===== src/sv/sgm_pkg.sv =====
`default_nettype none
package sgm_pkg;

    localparam int CORDIC_STEPS = 56;
    localparam int SQRT_STEPS   = 12;

    localparam logic [63:0] PI_Q60 = 64'h3243F6A8885A308D;
    localparam logic [63:0] PI_Q48 = 64'h0003243F6A8885A3;
    localparam logic [63:0] DIV_D  = 64'h0006487ED5110B46;

    localparam logic signed [14:0] ANG_0   = 15'sd0;
    localparam logic signed [14:0] ANG_45  = 15'sd2880;
    localparam logic signed [14:0] ANG_90  = 15'sd5760;
    localparam logic signed [14:0] ANG_180 = 15'sd11520;

    typedef logic [63:0] atan_tab_t [CORDIC_STEPS];

    typedef enum logic {
        REG_WIDTH  = 1'b0,
        REG_HEIGHT = 1'b1
    } reg_index_t;

    typedef enum logic [1:0] {
        S_IDLE,
        S_LOAD,
        S_CALC,
        S_PUT
    } top_state_t;

    typedef enum logic [2:0] {
        E_IDLE,
        E_PREP,
        E_INIT,
        E_ITER,
        E_SCALE,
        E_DIV,
        E_MUL,
        E_DONE
    } eng_state_t;

    // restoring long division, used at elaboration only
    function automatic logic [63:0] udiv64(input logic [63:0] n, input logic [63:0] d);
        logic [64:0] rem;
        logic [63:0] quo;
        rem = '0;
        quo = '0;
        for (int b = 63; b >= 0; b--)
        begin
            rem = {rem[63:0], n[b]};
            if (rem >= {1'b0, d})
            begin
                rem = rem - {1'b0, d};
                quo[b] = 1'b1;
            end
        end
        return quo;
    endfunction

    // atan(2^-i) in radians, Q62, by the alternating series
    function automatic atan_tab_t build_atan_tab();
        atan_tab_t tab;
        logic [63:0] acc;
        logic [63:0] term;
        int e;
        tab[0] = PI_Q60;
        for (int i = 1; i < CORDIC_STEPS; i++)
        begin
            acc = '0;
            for (int k = 0; k < 32; k++)
            begin
                e = 62 - i * (2 * k + 1);
                if (e >= 0)
                begin
                    term = udiv64(64'd1 << e, 64'(2 * k + 1));
                    if (k % 2 == 1)
                        acc = acc - term;
                    else
                        acc = acc + term;
                end
            end
            tab[i] = acc;
        end
        return tab;
    endfunction

    // floor(2^63 / DIV_D), reciprocal for the degree scaling
    localparam logic [63:0] DIV_RECIP = udiv64(64'h8000000000000000, DIV_D);

endpackage
`default_nettype wire


===== src/sv/sgm_engine.sv =====
`default_nettype none
module sgm_engine (
    input  wire logic               clk,
    input  wire logic               rst_n,
    input  wire logic               start,
    input  wire logic signed [10:0] sx,
    input  wire logic signed [10:0] sy,
    output logic                    done,
    output logic [11:0]             magnitude,
    output logic signed [14:0]      angle
);

    localparam sgm_pkg::atan_tab_t ATAN_TAB = sgm_pkg::build_atan_tab();
    localparam logic [12:0] RECIP  = sgm_pkg::DIV_RECIP[12:0];
    localparam logic [50:0] DIV_LO = sgm_pkg::DIV_D[50:0];

    sgm_pkg::eng_state_t state_reg, state_next;

    logic [5:0]          step_reg, step_next;
    logic signed [10:0]  sx_reg, sx_next, sy_reg, sy_next;
    logic [9:0]          ax_reg, ax_next, ay_reg, ay_next;
    logic [19:0]         sqx_reg, sqx_next, sqy_reg, sqy_next;
    logic [23:0]         rem_reg, rem_next, root_reg, root_next, bit_reg, bit_next;
    logic signed [63:0]  x_reg, x_next, y_reg, y_next, z_reg, z_next;
    logic [63:0]         num_reg, num_next;
    logic [11:0]         quo_reg, quo_next;
    logic [11:0]         mag_reg, mag_next;
    logic signed [14:0]  ang_reg, ang_next;

    logic [23:0]         rb;
    logic signed [63:0]  x_sh, y_sh;
    logic [47:0]         zq;
    logic [63:0]         prod;
    logic [38:0]         est_p;
    logic [62:0]         qd;
    logic [9:0]          big, small_v;
    logic signed [14:0]  a_oct, a_fold;

    always_ff @(posedge clk or negedge rst_n)
    begin
        if (!rst_n)
        begin
            state_reg <= sgm_pkg::E_IDLE;
        end
        else
        begin
            state_reg <= state_next;
        end
    end

    always_ff @(posedge clk)
    begin
        step_reg <= step_next;
        sx_reg   <= sx_next;
        sy_reg   <= sy_next;
        ax_reg   <= ax_next;
        ay_reg   <= ay_next;
        sqx_reg  <= sqx_next;
        sqy_reg  <= sqy_next;
        rem_reg  <= rem_next;
        root_reg <= root_next;
        bit_reg  <= bit_next;
        x_reg    <= x_next;
        y_reg    <= y_next;
        z_reg    <= z_next;
        num_reg  <= num_next;
        quo_reg  <= quo_next;
        mag_reg  <= mag_next;
        ang_reg  <= ang_next;
    end

    always_comb
    begin
        state_next = state_reg;
        step_next  = step_reg;
        sx_next    = sx_reg;
        sy_next    = sy_reg;
        ax_next    = ax_reg;
        ay_next    = ay_reg;
        sqx_next   = sqx_reg;
        sqy_next   = sqy_reg;
        rem_next   = rem_reg;
        root_next  = root_reg;
        bit_next   = bit_reg;
        x_next     = x_reg;
        y_next     = y_reg;
        z_next     = z_reg;
        num_next   = num_reg;
        quo_next   = quo_reg;
        mag_next   = mag_reg;
        ang_next   = ang_reg;
        done       = 1'b0;

        big     = (ay_reg < ax_reg) ? ax_reg : ay_reg;
        small_v = (ay_reg < ax_reg) ? ay_reg : ax_reg;
        rb      = root_reg + bit_reg;
        // truncate toward zero, as a signed divide by 2^i does
        x_sh    = x_reg[63] ? -((-x_reg) >>> step_reg) : (x_reg >>> step_reg);
        y_sh    = y_reg[63] ? -((-y_reg) >>> step_reg) : (y_reg >>> step_reg);
        zq      = z_reg[61:14];
        // zq * 11520 as shifts and adds
        prod    = ({16'd0, zq} << 13) + ({16'd0, zq} << 11)
                + ({16'd0, zq} << 10) + ({16'd0, zq} << 8);
        // quotient estimate from the top bits, low by at most one
        est_p   = {13'd0, num_reg[63:38]} * {26'd0, RECIP};
        qd      = {51'd0, quo_reg} * {12'd0, DIV_LO};
        a_oct   = 15'(signed'({1'b0, quo_reg}))
                + ((num_reg >= sgm_pkg::DIV_D) ? 15'sd1 : 15'sd0);
        a_fold  = ANG_FOLD(ax_reg, ay_reg, a_oct);

        unique case (state_reg)
            sgm_pkg::E_IDLE:
            begin
                if (start)
                begin
                    sx_next    = sx;
                    sy_next    = sy;
                    state_next = sgm_pkg::E_PREP;
                end
            end
            sgm_pkg::E_PREP:
            begin
                ax_next    = 10'(sx_reg[10] ? -sx_reg : sx_reg);
                ay_next    = 10'(sy_reg[10] ? -sy_reg : sy_reg);
                sqx_next   = 20'(sx_reg * sx_reg);
                sqy_next   = 20'(sy_reg * sy_reg);
                state_next = sgm_pkg::E_INIT;
            end
            sgm_pkg::E_INIT:
            begin
                rem_next   = {2'b00, ({1'b0, sqx_reg} + {1'b0, sqy_reg}), 1'b0} << 1;
                root_next  = '0;
                bit_next   = 24'd1 << 22;
                x_next     = signed'({6'd0, big, 48'd0});
                y_next     = signed'({6'd0, small_v, 48'd0});
                z_next     = '0;
                step_next  = '0;
                state_next = sgm_pkg::E_ITER;
            end
            sgm_pkg::E_ITER:
            begin
                if (step_reg < 6'(sgm_pkg::SQRT_STEPS))
                begin
                    if (rem_reg >= rb)
                    begin
                        rem_next  = rem_reg - rb;
                        root_next = (root_reg >> 1) + bit_reg;
                    end
                    else
                    begin
                        root_next = root_reg >> 1;
                    end
                    bit_next = bit_reg >> 2;
                end
                if (!y_reg[63])
                begin
                    x_next = x_reg + y_sh;
                    y_next = y_reg - x_sh;
                    z_next = z_reg + signed'(ATAN_TAB[step_reg]);
                end
                else
                begin
                    x_next = x_reg - y_sh;
                    y_next = y_reg + x_sh;
                    z_next = z_reg - signed'(ATAN_TAB[step_reg]);
                end
                if (step_reg == 6'(sgm_pkg::CORDIC_STEPS - 1))
                begin
                    state_next = sgm_pkg::E_SCALE;
                end
                step_next = step_reg + 6'd1;
            end
            sgm_pkg::E_SCALE:
            begin
                if (z_reg[63])
                begin
                    z_next = '0;
                end
                else
                begin
                    num_next   = (prod << 1) + sgm_pkg::PI_Q48;
                    quo_next   = '0;
                    step_next  = '0;
                    state_next = sgm_pkg::E_DIV;
                end
            end
            sgm_pkg::E_DIV:
            begin
                quo_next   = est_p[36:25];
                state_next = sgm_pkg::E_MUL;
            end
            sgm_pkg::E_MUL:
            begin
                // remainder of the estimate, below twice the divisor
                num_next   = num_reg - {1'b0, qd};
                state_next = sgm_pkg::E_DONE;
            end
            sgm_pkg::E_DONE:
            begin
                mag_next = 12'(root_reg) + ((rem_reg > root_reg) ? 12'd1 : 12'd0);
                if (sx_reg[10])
                    ang_next = sgm_pkg::ANG_180 - a_fold;
                else
                    ang_next = a_fold;
                if (sy_reg[10])
                    ang_next = -((sx_reg[10]) ? (sgm_pkg::ANG_180 - a_fold) : a_fold);
                done       = 1'b1;
                state_next = sgm_pkg::E_IDLE;
            end
            default:
            begin
                state_next = sgm_pkg::E_IDLE;
            end
        endcase
    end

    // first-quadrant angle from magnitudes and the octant result
    function automatic logic signed [14:0] ANG_FOLD(input logic [9:0] ax,
                                                    input logic [9:0] ay,
                                                    input logic signed [14:0] oct);
        logic signed [14:0] a;
        if (ay == 10'd0)
            a = sgm_pkg::ANG_0;
        else if (ax == 10'd0)
            a = sgm_pkg::ANG_90;
        else if (ax == ay)
            a = sgm_pkg::ANG_45;
        else if (ay < ax)
            a = oct;
        else
            a = sgm_pkg::ANG_90 - oct;
        return a;
    endfunction

    assign magnitude = mag_reg;
    assign angle     = ang_reg;

endmodule
`default_nettype wire


===== config.mk =====
export PLATFORM = sky130hd
export DESIGN_NAME = sgm_engine
export DESIGN_NICKNAME = d
export VERILOG_FILES = /design/src/sv/sgm_pkg.sv /design/src/sv/sgm_engine.sv
export SDC_FILE = /design/constraint.sdc
export NUM_CORES = 2
export LEC_CHECK = 0
export ABC_AREA = 1
export ABC_CLOCK_PERIOD_IN_PS = 14200
export BUFFER_PORTS_ARGS = -buffer_cell sky130_fd_sc_hd__buf_2
export CAP_MARGIN = 40
export CORE_MARGIN = 1
export CORE_UTILIZATION = 50
export CTS_CLUSTER_SIZE = 14
export DETAILED_ROUTE_END_ITERATION = 12
export PLACE_DENSITY = 0.65
export SLEW_MARGIN = 30
export SYNTH_ARGS = -nofsm -noshare
export SYNTH_HDL_FRONTEND = slang
export SYNTH_SLANG_ARGS = --single-unit

===== constraint.sdc =====
create_clock -name clk -period 14.2 [get_ports clk]
set_input_delay 1.42 -clock clk [delete_from_list [all_inputs] [get_ports clk]]
set_output_delay 1.42 -clock clk [all_outputs]
set_load 0.05 [all_outputs]

==> results.md <==
* Metal3 WL at 34.1 mm
* Post-Synthesis Cell Area at between 90000 and 100000 um2
* Crit-path most repeated cell: nand2_1
* Synth warn at 0
* Chip width at ~440 um
* Critical path class: flop to flop
* Mean Syn Cell Area at 6.49 um2
* CP Capture Type: flop
* Required @ worst endpoint at ~15 ns
* Register area share after synthesis at 0.138
* Most common cell after layout, fill and taps aside: nand2_1
* CP arrival at ~10 ns
* # fillers at ~20k
* Slowest stage delay, CP at 0.77 ns
* Area growth from synthesis to layout at 5.03%
* PnR worst setup slack at around 4.8 ns
* Max_cap viols at 0
* Core Region at 190000 um2
* Post-CTS Setup Bufs at 0
* Row Count at between 150 and 200
* Relative slew slack at 0.325
* Number of synthesized flops with an enable pin at roughly 440
* Fin crit share at 0.663
* 1st-iter DRT viols at roughly 11k
* Clk_lat worst skew at 0.79 ns
* Global-route wire length before repair at 581 mm
* Post-route DRC at 0
* Largest net degree at the start of global routing at roughly 200
* Buffers on Ports at 52
* Post-CTS sizing at 0
* Hold Violations, Final at 0
* Share of layout cells above drive strength 1 at 0.0432
* Pre-CTS setup slack at around 5 ns
* Top Ports at 53
* Sum Neg Setup Slack at 0 ns
* Post-synth ARST share at 0.00680
* Nets@finish at around 16k
* # setup viols final at 0
* Hold-fix buffers, CTS at 0
* Crit path max fanout at ~130
* Via density at 5.85
* Setup Skew at approximately 0.076 ns
* Die Height at approximately 440 um
* Slew Limit Fails at 0
* Crit path max-delay family: compound AO/OA/AOI/OAI gates
* Worst-margin pin slew at 1.01 ns
* Htree depth at 2
* Startpoint types: flop
* RSZ-0062 raised after global routing: false
* DR pass1 iterations at 7
* Main flop type after synthesis: edfxtp_1
* Most frequent cells in the layout: 3595 x nand2_1, 2083 x inv_1, 1467 x nand3_1
* Vias in the first global route at between 90k and 100k
* Total GRT Usage at 0.396
* Initial antenna violation count at 7
* Syn Nets at approximately 16k
* Max layer used: met5
* DP HPWL at ~330 mm
* CTS tree: yes
* Total clock sinks at roughly 440
* Synth cell types at 75
* Total number of vias at roughly 100k
* Met2 WL at between 150 and 200 mm
* CTS clk-pin slew, worst paths at roughly 0.070 ns
* Die ar. at about 190000 um2
* Clock tree buffer depth at 3
* Slowest CP cell: inv_8
* Routed len/inst at approximately 23 um
* Status: finished clean
* Seq cells post-synth at approximately 440
* Met1 WL at about 150 mm
* Final min period at about 9.4 ns
* Hold crit path type: input pin to asynchronous set/reset pin
* CP bufs+invs at 9
* Clk root buf: clkbuf_16
* TritonCTS buffer count at between 60 and 70
* Synth Instances at 14.8k
* Gpl congestion at 1.08
* Post-DRT Antenna Nets at 0
* Cell area after layout at just over 100000 um2
* Grt total ovfl at 0
* Starting density of the core at 0.504
* Max Fclk at between 100 and 150 MHz
* WL final at roughly 390 mm
* Placed cell areas at around 98000 um2
area by class of cell:
cell class,instances,area (um2),area share
Multi-Input combinational cell,11800,72900,0.724
Clock buffer,68,1550,0.0154
Sequential cell,441,13200,0.131
Inverter,2140,8070,0.0801
Clock inverter,47,586,0.00581
Timing Repair Buffer,159,1260,0.0125
Antenna cell,1,2.50,0.0000248
Tap cell,2511,3140,0.0312
layer usage:
layer / vias to the layer above / GRT usage
met4: 4 / 0.233
met3: 978 / 0.0670
met5: - / 0
met2: 4592 / 0.642
met1: 46300 / 0.494
li1: 48200 / -
cells in the mapped netlist, types with 45 or more instances:
library cell / number / area [um2]
nand2_1: 3596 / 13500
inv_1: 2090 / 7850
nand3_1: 1468 / 7350
nor2_1: 1466 / 5500
a21oi_1: 987 / 4940
o21ai_0: 927 / 4640
ha_1: 841 / 10500
fa_1: 566 / 11300
edfxtp_1: 438 / 13200
xor2_1: 323 / 2830
clkbuf_1: 178 / 668
xnor2_1: 172 / 1510
mux2i_1: 160 / 1600
a31oi_1: 138 / 863
buf_2: 138 / 691
buf_1: 106 / 398
o21a_1: 106 / 796
nand4_1: 103 / 644
nor3_1: 101 / 505
nor2_2: 82 / 513
o211ai_1: 69 / 518
nand2_2: 64 / 400
o21bai_1: 46 / 345
nor2_4: 45 / 507
stage by stage:
stage	hold WS (ns)	std cells	util
final	0.497	17100	0.529
after detailed placement	0.616	17000	0.517
after global routing	0.479	17100	0.529
after floorplan	0.479	14800	-
after global placement	0.605	17000	0.517
after CTS	0.461	17100	0.529
final timing paths:
| kind | slack (ns) | endpoint | from | cells past startpoint |
|---|---|---|---|---|
| setup / recovery | 4.78 | y_reg[59] | step_reg[2] | 45 |
| max in group asynchronous | 13.59 | state_reg[0] | rst_n | 1 |
| hold / removal | 0.50 | state_reg[2] | rst_n | 1 |
| min in group clk | 0.62 | bit_reg[20] | bit_reg[22] | 2 |
| hold reg to reg | 0.62 | bit_reg[20] | bit_reg[22] | 2 |
| setup reg to reg | 4.78 | y_reg[59] | step_reg[2] | 45 |
kinds of logic (layout without fill, tap and decap cells):
group	after synthesis	count (layout)	share of synthesized area
AOI/OAI and AO/OA	2561	2561	0.149
xor gates and xnor gates	496	496	0.0454
adders and majority gates	1407	1407	0.228
buffers and inverters	2575	2414	0.103
DFF	441	441	0.138
muxes	160	160	0.0167
other	0	1	0
and+or+nand+nor	7130	7130	0.320
Power is not shown: default switching activity piles up to over one toggle a cycle in this logic, so the estimate is an artifact.
